### src/sv/lra_pkg.sv
package lra_pkg;

  // operation codes carried on in_tuser
  localparam logic OP_LOAD = 1'b0;
  localparam logic OP_STEP = 1'b1;

  // direction of the line set up on load
  typedef struct packed {
    logic steep;      // major axis is y
    logic minor_dec;  // minor coordinate steps downward
  } lra_dir_t;

endpackage

### src/sv/lra_setup.sv
module lra_setup import lra_pkg::*; #(
  parameter int COORD_BITS = 12
) (
  input  logic [COORD_BITS-1:0]        x_start,
  input  logic [COORD_BITS-1:0]        y_start,
  input  logic [COORD_BITS-1:0]        x_end,
  input  logic [COORD_BITS-1:0]        y_end,
  output lra_dir_t                     dir,
  output logic [COORD_BITS-1:0]        first_x,
  output logic [COORD_BITS-1:0]        first_y,
  output logic [COORD_BITS-1:0]        major_limit,
  output logic signed [COORD_BITS+2:0] decision,
  output logic [COORD_BITS:0]          inc_straight,
  output logic signed [COORD_BITS+1:0] inc_diagonal
);

  localparam int N = COORD_BITS;

  logic [N:0]   dx;
  logic [N:0]   dy;
  logic [N:0]   dx_neg;
  logic [N:0]   dy_neg;
  logic [N-1:0] adx;
  logic [N-1:0] ady;
  logic [N-1:0] amaj;
  logic [N-1:0] amin;
  logic         steep;
  logic         swap;
  logic [N:0]   amin_diff;

  // absolute deltas
  assign dx     = {1'b0, x_end} - {1'b0, x_start};
  assign dy     = {1'b0, y_end} - {1'b0, y_start};
  assign dx_neg = ~dx + {{N{1'b0}}, 1'b1};
  assign dy_neg = ~dy + {{N{1'b0}}, 1'b1};
  assign adx    = dx[N] ? dx_neg[N-1:0] : dx[N-1:0];
  assign ady    = dy[N] ? dy_neg[N-1:0] : dy[N-1:0];

  // major axis and endpoint order, ties keep the given order
  assign steep = ady > adx;
  assign swap  = steep ? (y_start > y_end) : (x_start > x_end);

  assign first_x     = swap ? x_end : x_start;
  assign first_y     = swap ? y_end : y_start;
  assign major_limit = steep ? (swap ? y_start : y_end) : (swap ? x_start : x_end);

  // minor step direction after ordering
  assign dir.steep     = steep;
  assign dir.minor_dec = steep ? (swap ? (x_start < x_end) : (x_end < x_start))
                               : (swap ? (y_start < y_end) : (y_end < y_start));

  // decision term and increments
  assign amaj      = steep ? ady : adx;
  assign amin      = steep ? adx : ady;
  assign amin_diff = {1'b0, amin} - {1'b0, amaj};

  assign inc_straight = {amin, 1'b0};
  assign inc_diagonal = signed'({amin_diff, 1'b0});
  assign decision     = signed'({2'b00, amin, 1'b0}) - signed'({3'b000, amaj});

endmodule

### src/sv/lra_core.sv
module lra_core import lra_pkg::*; #(
  parameter int COORD_BITS = 12
) (
  input  logic                         clk,
  input  logic                         rst_n,
  input  logic                         fire,
  input  logic                         op,
  input  lra_dir_t                     set_dir,
  input  logic [COORD_BITS-1:0]        set_x,
  input  logic [COORD_BITS-1:0]        set_y,
  input  logic [COORD_BITS-1:0]        set_limit,
  input  logic signed [COORD_BITS+2:0] set_decision,
  input  logic [COORD_BITS:0]          set_inc_straight,
  input  logic signed [COORD_BITS+1:0] set_inc_diagonal,
  output logic                         emit,
  output logic [COORD_BITS-1:0]        pix_x,
  output logic [COORD_BITS-1:0]        pix_y,
  output logic                         pix_last,
  output logic                         busy
);

  localparam int N  = COORD_BITS;
  localparam int DW = COORD_BITS + 3;

  logic                 busy_r,  busy_nxt;
  lra_dir_t             dir_r,   dir_nxt;
  logic [N-1:0]         x_r,     x_nxt;
  logic [N-1:0]         y_r,     y_nxt;
  logic [N-1:0]         limit_r, limit_nxt;
  logic signed [DW-1:0] dec_r,   dec_nxt;
  logic [N:0]           incs_r,  incs_nxt;
  logic signed [N+1:0]  incd_r,  incd_nxt;

  logic [N-1:0]         major;
  logic [N-1:0]         minor;
  logic [N-1:0]         major_inc;
  logic [N-1:0]         minor_adv;
  logic                 go_diag;
  logic signed [DW-1:0] dec_step;

  // current pixel and end test
  assign major    = dir_r.steep ? y_r : x_r;
  assign minor    = dir_r.steep ? x_r : y_r;
  assign pix_last = major >= limit_r;
  assign pix_x    = x_r;
  assign pix_y    = y_r;
  assign emit     = fire && (op == OP_STEP) && busy_r;
  assign busy     = busy_r;

  // one midpoint step
  assign go_diag   = !dec_r[DW-1] && (dec_r != '0);
  assign major_inc = major + {{(N-1){1'b0}}, 1'b1};
  assign minor_adv = !go_diag ? minor
                   : dir_r.minor_dec ? minor - {{(N-1){1'b0}}, 1'b1}
                                     : minor + {{(N-1){1'b0}}, 1'b1};
  assign dec_step  = go_diag ? DW'(incd_r) : signed'({1'b0, incs_r});

  // next state: load sets up, step advances or ends the line
  always_comb begin
    busy_nxt  = busy_r;
    dir_nxt   = dir_r;
    x_nxt     = x_r;
    y_nxt     = y_r;
    limit_nxt = limit_r;
    dec_nxt   = dec_r;
    incs_nxt  = incs_r;
    incd_nxt  = incd_r;
    if (fire && (op == OP_LOAD)) begin
      busy_nxt  = 1'b1;
      dir_nxt   = set_dir;
      x_nxt     = set_x;
      y_nxt     = set_y;
      limit_nxt = set_limit;
      dec_nxt   = set_decision;
      incs_nxt  = set_inc_straight;
      incd_nxt  = set_inc_diagonal;
    end else if (emit) begin
      if (pix_last) begin
        busy_nxt = 1'b0;
      end else begin
        x_nxt   = dir_r.steep ? minor_adv : major_inc;
        y_nxt   = dir_r.steep ? major_inc : minor_adv;
        dec_nxt = dec_r + dec_step;
      end
    end
  end

  // line state
  always_ff @(posedge clk) begin
    if (!rst_n) begin
      busy_r  <= 1'b0;
      dir_r   <= '0;
      x_r     <= '0;
      y_r     <= '0;
      limit_r <= '0;
      dec_r   <= '0;
      incs_r  <= '0;
      incd_r  <= '0;
    end else begin
      busy_r  <= busy_nxt;
      dir_r   <= dir_nxt;
      x_r     <= x_nxt;
      y_r     <= y_nxt;
      limit_r <= limit_nxt;
      dec_r   <= dec_nxt;
      incs_r  <= incs_nxt;
      incd_r  <= incd_nxt;
    end
  end

endmodule

### src/sv/line_rasterizer_all_octants_unit.sv
// a step transaction waits in the input transaction register until processing moves,
//   then its pixel is registered in the result register that drives out_tdata
// throughput: one transaction per cycle, load or step, while the result register is
//   free or drains, with the decision add and end compare closing the step loop
// reset: synchronous active-low rst_n clears the handshake registers and the line
//   state, leaving no line active
module line_rasterizer_all_octants_unit import lra_pkg::*; #(
  parameter int COORD_BITS = 12
) (
  input  logic                                clk,
  input  logic                                rst_n,
  input  logic                                in_tvalid,
  output logic                                in_tready,
  // x_start, y_start, x_end, y_end, zero fill
  input  logic [((4*COORD_BITS+7)/8)*8-1:0]   in_tdata,
  // operation
  input  logic                                in_tuser,
  output logic                                out_tvalid,
  input  logic                                out_tready,
  // pixel_x, pixel_y, zero fill
  output logic [((2*COORD_BITS+7)/8)*8-1:0]   out_tdata,
  // last_pixel
  output logic                                out_tlast
);

  localparam int N     = COORD_BITS;
  localparam int OUT_W = ((2*COORD_BITS+7)/8)*8;

  logic         in_valid_r, in_valid_nxt;
  logic         in_op_r;
  logic [N-1:0] xs_r, ys_r, xe_r, ye_r;
  logic         out_valid_r, out_valid_nxt;
  logic [N-1:0] out_x_r, out_y_r;
  logic         out_last_r;

  logic                 in_fire;
  logic                 proc_fire;
  lra_dir_t             set_dir;
  logic [N-1:0]         set_x, set_y, set_limit;
  logic signed [N+2:0]  set_decision;
  logic [N:0]           set_inc_straight;
  logic signed [N+1:0]  set_inc_diagonal;
  logic                 emit;
  logic [N-1:0]         pix_x, pix_y;
  logic                 pix_last;
  logic                 busy;

  // handshake: processing moves when the result register is free or drains
  assign proc_fire = in_valid_r && (!out_valid_r || out_tready);
  assign in_tready = !in_valid_r || proc_fire;
  assign in_fire   = in_tvalid && in_tready;

  assign in_valid_nxt  = in_fire ? 1'b1 : (proc_fire ? 1'b0 : in_valid_r);
  assign out_valid_nxt = emit ? 1'b1 : ((out_valid_r && out_tready) ? 1'b0 : out_valid_r);

  // input transaction register
  always_ff @(posedge clk) begin
    if (!rst_n) begin
      in_valid_r <= 1'b0;
    end else begin
      in_valid_r <= in_valid_nxt;
    end
  end

  always_ff @(posedge clk) begin
    if (in_fire) begin
      in_op_r <= in_tuser;
      xs_r    <= in_tdata[N-1:0];
      ys_r    <= in_tdata[2*N-1:N];
      xe_r    <= in_tdata[3*N-1:2*N];
      ye_r    <= in_tdata[4*N-1:3*N];
    end
  end

  // line setup from the endpoints
  lra_setup #(.COORD_BITS(N)) u_setup (
    .x_start      (xs_r),
    .y_start      (ys_r),
    .x_end        (xe_r),
    .y_end        (ye_r),
    .dir          (set_dir),
    .first_x      (set_x),
    .first_y      (set_y),
    .major_limit  (set_limit),
    .decision     (set_decision),
    .inc_straight (set_inc_straight),
    .inc_diagonal (set_inc_diagonal)
  );

  // line state and stepping
  lra_core #(.COORD_BITS(N)) u_core (
    .clk              (clk),
    .rst_n            (rst_n),
    .fire             (proc_fire),
    .op               (in_op_r),
    .set_dir          (set_dir),
    .set_x            (set_x),
    .set_y            (set_y),
    .set_limit        (set_limit),
    .set_decision     (set_decision),
    .set_inc_straight (set_inc_straight),
    .set_inc_diagonal (set_inc_diagonal),
    .emit             (emit),
    .pix_x            (pix_x),
    .pix_y            (pix_y),
    .pix_last         (pix_last),
    .busy             (busy)
  );

  // result register
  always_ff @(posedge clk) begin
    if (!rst_n) begin
      out_valid_r <= 1'b0;
    end else begin
      out_valid_r <= out_valid_nxt;
    end
  end

  always_ff @(posedge clk) begin
    if (emit) begin
      out_x_r    <= pix_x;
      out_y_r    <= pix_y;
      out_last_r <= pix_last;
    end
  end

  assign out_tvalid = out_valid_r;
  assign out_tdata  = OUT_W'({out_y_r, out_x_r});
  assign out_tlast  = out_last_r;

  // a pixel only comes from an active line
  a_emit_busy: assert property (@(posedge clk) disable iff (!rst_n)
    emit |-> busy)
    else $error("pixel emitted with no active line");

  // a load always leaves a line active
  a_load_busy: assert property (@(posedge clk) disable iff (!rst_n)
    (proc_fire && (in_op_r == OP_LOAD)) |=> busy)
    else $error("load did not start a line");

  // the flagged pixel ends the line, any other keeps it going
  a_last_ends: assert property (@(posedge clk) disable iff (!rst_n)
    (emit && pix_last) |=> !busy)
    else $error("line still active after last pixel");

  a_mid_keeps: assert property (@(posedge clk) disable iff (!rst_n)
    (emit && !pix_last) |=> busy)
    else $error("line dropped before last pixel");

  // a new result is never written over one not yet taken
  a_no_overwrite: assert property (@(posedge clk) disable iff (!rst_n)
    emit |-> (!out_valid_r || out_tready))
    else $error("result register overwritten");

endmodule
### config.mk
export PLATFORM = sky130hd
export DESIGN_NAME = line_rasterizer_all_octants_unit
export DESIGN_NICKNAME = d
export VERILOG_FILES = /design/src/sv/lra_pkg.sv /design/src/sv/lra_setup.sv /design/src/sv/lra_core.sv /design/src/sv/line_rasterizer_all_octants_unit.sv
export SDC_FILE = /design/constraint.sdc
export NUM_CORES = 1
export LEC_CHECK = 0
export BUFFER_PORTS_ARGS = -buffer_cell sky130_fd_sc_hd__buf_2
export CORE_MARGIN = 1
export CORE_UTILIZATION = 60
export DETAILED_ROUTE_END_ITERATION = 7
export GPL_TIMING_DRIVEN = 0
export PLACE_DENSITY = 0.75
export SLEW_MARGIN = 40
export SYNTH_ARGS = -nofsm -noshare
export SYNTH_HDL_FRONTEND = slang
export SYNTH_SLANG_ARGS = --single-unit
### constraint.sdc
create_clock -name clk -period 10.8 [get_ports clk]
set_input_delay 1.08 -clock clk [delete_from_list [all_inputs] [get_ports clk]]
set_output_delay 1.08 -clock clk [all_outputs]
set_load 0.01 [all_outputs]
==> implementation parameters <==
Parameter                              Value

Run status
  Run status ... completed

Clock tree
  Number of buffers created by CTS ... 17
  CTS sink count ... 155
  Maximum count of clock buffers along a single path ... 2
  Number of gates resized after cts ... 0
  Number of hold buffers added after cts ... 0
  Setup Buffers After CTS ... 0
  Clock transition time at the flip-flop clock pins of the worst setup and hold paths ... 0.07 ns
  Number of H-tree levels ... 4
  Clock Root Buffer ... clkbuf_16
  Clock tree from TritonCTS ... done
  Clock network latency to the later pin of the worst-skew pair ... 0.44 ns

Power
  Net switching share of the total power ... 50.7%
  Power share of the clock group ... 14.8%
  Relative contribution of sequential cells to total power ... 17.6%
  Net switching power ... 2.12 mW
  Cell leakage power ... 5.54 nW
  IR drop worst, VDD ... 268 µV
  Cell area power density ... 309 mW/mm²
  Power share of the combinational group ... 67.7%
  Design internal power ... 2.06 mW

Logic synthesis
  Post-Syn Area per Cell ... 8.51 µm²
  Yosys warning total ... 0
  Primary FF master, synth ... dfxtp_1
  FF+latch count, synth ... 155
  Library cells used by synthesis ... 94
  Share of synthesized flip-flops with an asynchronous set or reset ... 0%
  Mapped cell area ... 0.0121 mm²
  Part of the Yosys area used for sequential elements ... 31.7%
  Synthesized netlist net count ... 1,564
  Number of synthesized flops with an enable pin ... 74
  Syn Inst Count ... 1,427

Placed design
  Worst setup timing slack at the placement stage ... 0.899 ns
  Cells after DPL ... 1,772
  Placement Cell Area ... 0.0129 mm²
  IO buf count ... 79
  Weighted congestion at the end of routability-driven global placement ... 0.963
  Half-perimeter wire length after placement ... 28,100 µm

Detailed routing
  Via count ... 11,300
  Routed wirelength normalized by instance count ... 20.0 µm
  DRT antenna net count ... 0
  Vias per inst ... 6.25
  WL final ... 36,000 µm
  DRC Markers ... 0
  Count of routing violations after the opening detailed-route iteration ... 1,021
  Drt first pass iters ... 6

Finish
  Most common cell after layout, fill and taps aside ... nand2_1
  Most used cells in the layout excluding fill and tap cells ... nand2_1, a21oi_1, nor2_1
  Share of cells above drive strength 1 ... 14.4%
  Antenna diode count ... 0
  Final Non-Filler Cells ... 1,804
  Area growth, synth to finish ... 11.4%
  Nets ... 1,663
  Area of all placed cells without fillers ... 0.0135 mm²

Setup path
  Required time of the critical path ... 11.15 ns
  Top delay family on crit path ... simple AND/OR/NAND/NOR gates
  Critical-path cell with the highest stage delay ... xnor2_1
  Critical path class ... reg2reg
  Timing startpoint of the critical path ... xe_r[0]$_DFFE_PP_
  Worst path buffer plus inverter count ... 7
  Reg2Reg Launch Point ... xe_r[0]$_DFFE_PP_
  Largest stage delay, worst path ... 0.66 ns
  Critical path launch point type ... flip-flop
  Critical Path End Type ... flip-flop
  Worst Path Max Fanout ... 10
  Crit path arrival time ... 10.66 ns

GRT
  Wire length of the first global-routing pass ... 55,800 µm
  Initial antenna violation count ... 0
  Total grt overflow ... 0
  Global router's overall resource usage ... 35.6%
  Via count of the first global-routing pass ... 10,200
  Maximum number of pins on one net before global-route repair ... 49

Timing
  Unrepaired setup endpoints after global routing ... false
  Number of failing setup endpoints in the final timing report ... 0
  Fin. max-slew vios ... 0
  Final-layout setup total negative slack ... 0 ns
  Max transition margin ... 44.0%
  Final worst path period need ... 10.31 ns
  Achievable Freq ... 97.0 MHz
  Maximum clock skew at final layout ... 0.0151 ns
  Minimum setup slack in the final design ... 0.490 ns
  Slew at the pin closest to its max-slew limit ... 0.835 ns
  Count of endpoints failing hold in the final timing report ... 0
  Final cycle utilization of the critical path ... 95.5%

Die
  Number of rows created at floorplan ... 51
  Floorplan core area ... 0.0197 mm²
  Initial standard-cell utilization of the core ... 61.8%
  Floorplan die area ... 0.0208 mm²
  X dimension of the die ... 144 µm
  I/O pin count ... 80
  Die height ... 144 µm

Min path
  Path category of the worst min-delay check ... reg2reg
  Startpoint of the most critical hold path ... u_core.incd_r[4]$_SDFFE_PN0P_

Run
  Number of max-cap violations ... 0
state kept, by name (all words and copies together) (netlist names):
name / count
u_core.dec_r: 15
u_core.incd_r: 13
out_x_r: 12
out_y_r: 12
u_core.incs_r: 12
u_core.limit_r: 12
u_core.pix_x: 12
u_core.pix_y: 12
xe_r: 12
xs_r: 12
ye_r: 12
ys_r: 12
u_core.dir_r: 2
in_op_r: 1
in_valid_r: 1
out_tlast: 1
out_tvalid: 1
u_core.busy: 1
per-stage QoR:
step	hold WS (ns)	total power [mW]	util, %
after floorplan	0.428	2.75	-
after global placement	0.435	3.43	65.5
after detailed placement	0.441	3.45	65.7
after CTS	0.451	4.09	68.8
after global routing	0.478	4.41	68.8
final	0.453	4.18	68.8
worst reg2reg max path, delay by kind of cell (launching register included):
family                   cells  cell delay [ns]
AND/OR/NAND/NOR             11             2.84
buffers and inverters        7             2.35
adder cells (fa/ha/maj)      7             2.19
AO/OA/AOI/OAI               11             1.77
XOR/XNOR                     1             0.66
flip-flops                   1             0.39
path summary, 6_finish.rpt:
path | end | slack, ns | cells past startpoint
worst max-delay path | u_core.dec_r[9]$_SDFFE_PN0P_ | 0.49 | 37
worst min-delay path | u_core.incd_r[4]$_SDFFE_PN0P_ | 0.45 | 2
worst max register to register | u_core.dec_r[9]$_SDFFE_PN0P_ | 0.49 | 37
worst min register to register | u_core.incd_r[4]$_SDFFE_PN0P_ | 0.45 | 2
per-layer routing:
layer	vias to the layer above	track usage (%)	share of wire, %	wire [µm]
met5	-	0	0	0
met1	5252	50.0	45	16300
li1	5408	-	-	-
met3	68	7.22	8.9	3190
met4	0	11.4	2.4	880
met2	542	54.7	44	15700
final cells by class:
class	count	area [µm²]
inverters	91	342
multi-input cells	1108	7670
flip-flops and latches	155	3840
clock buffers	19	464
plain buffers	73	305
clock inverters	13	146
repair buffers	80	423
fillers	1641	6130
well taps	265	332
synthesized netlist by cell type (all sizes together), types with 19 or more instances:
library cell	count	area, µm²
dfxtp	81	1620
xnor2	60	548
o21a	21	158
mux2i	24	240
a21o	29	218
buf	19	103
and3	23	144
nand3	50	255
ha	79	988
nor2	95	359
o211ai	33	263
nand2	154	586
mux2	46	518
o21bai	25	188
inv	88	330
a21oi	151	778
edfxtp	74	2220
o21ai	80	412
clkbuf	54	203
xor2	21	184
power groups by stage:
stage               Combinational, mW  Clock [mW]  Sequential, mW
floorplan                        2.02           0           0.727
global placement                 2.68           0           0.743
detailed placement               2.71           0           0.744
CTS                              2.74       0.620           0.732
global route                     3.03       0.643           0.740
finish                           2.83       0.617           0.735
logic make-up after synthesis:
kind of cell | share of synthesized area [%]
AO/OA/AOI/OAI | 24.3
AND/OR/NAND/NOR | 16.6
buffers and inverters | 5.33
flip-flops | 31.7
adder cells (fa/ha/maj) | 9.81
XOR/XNOR | 6.03
multiplexers | 6.25
Note: power is estimated with default switching activity, not from simulation.
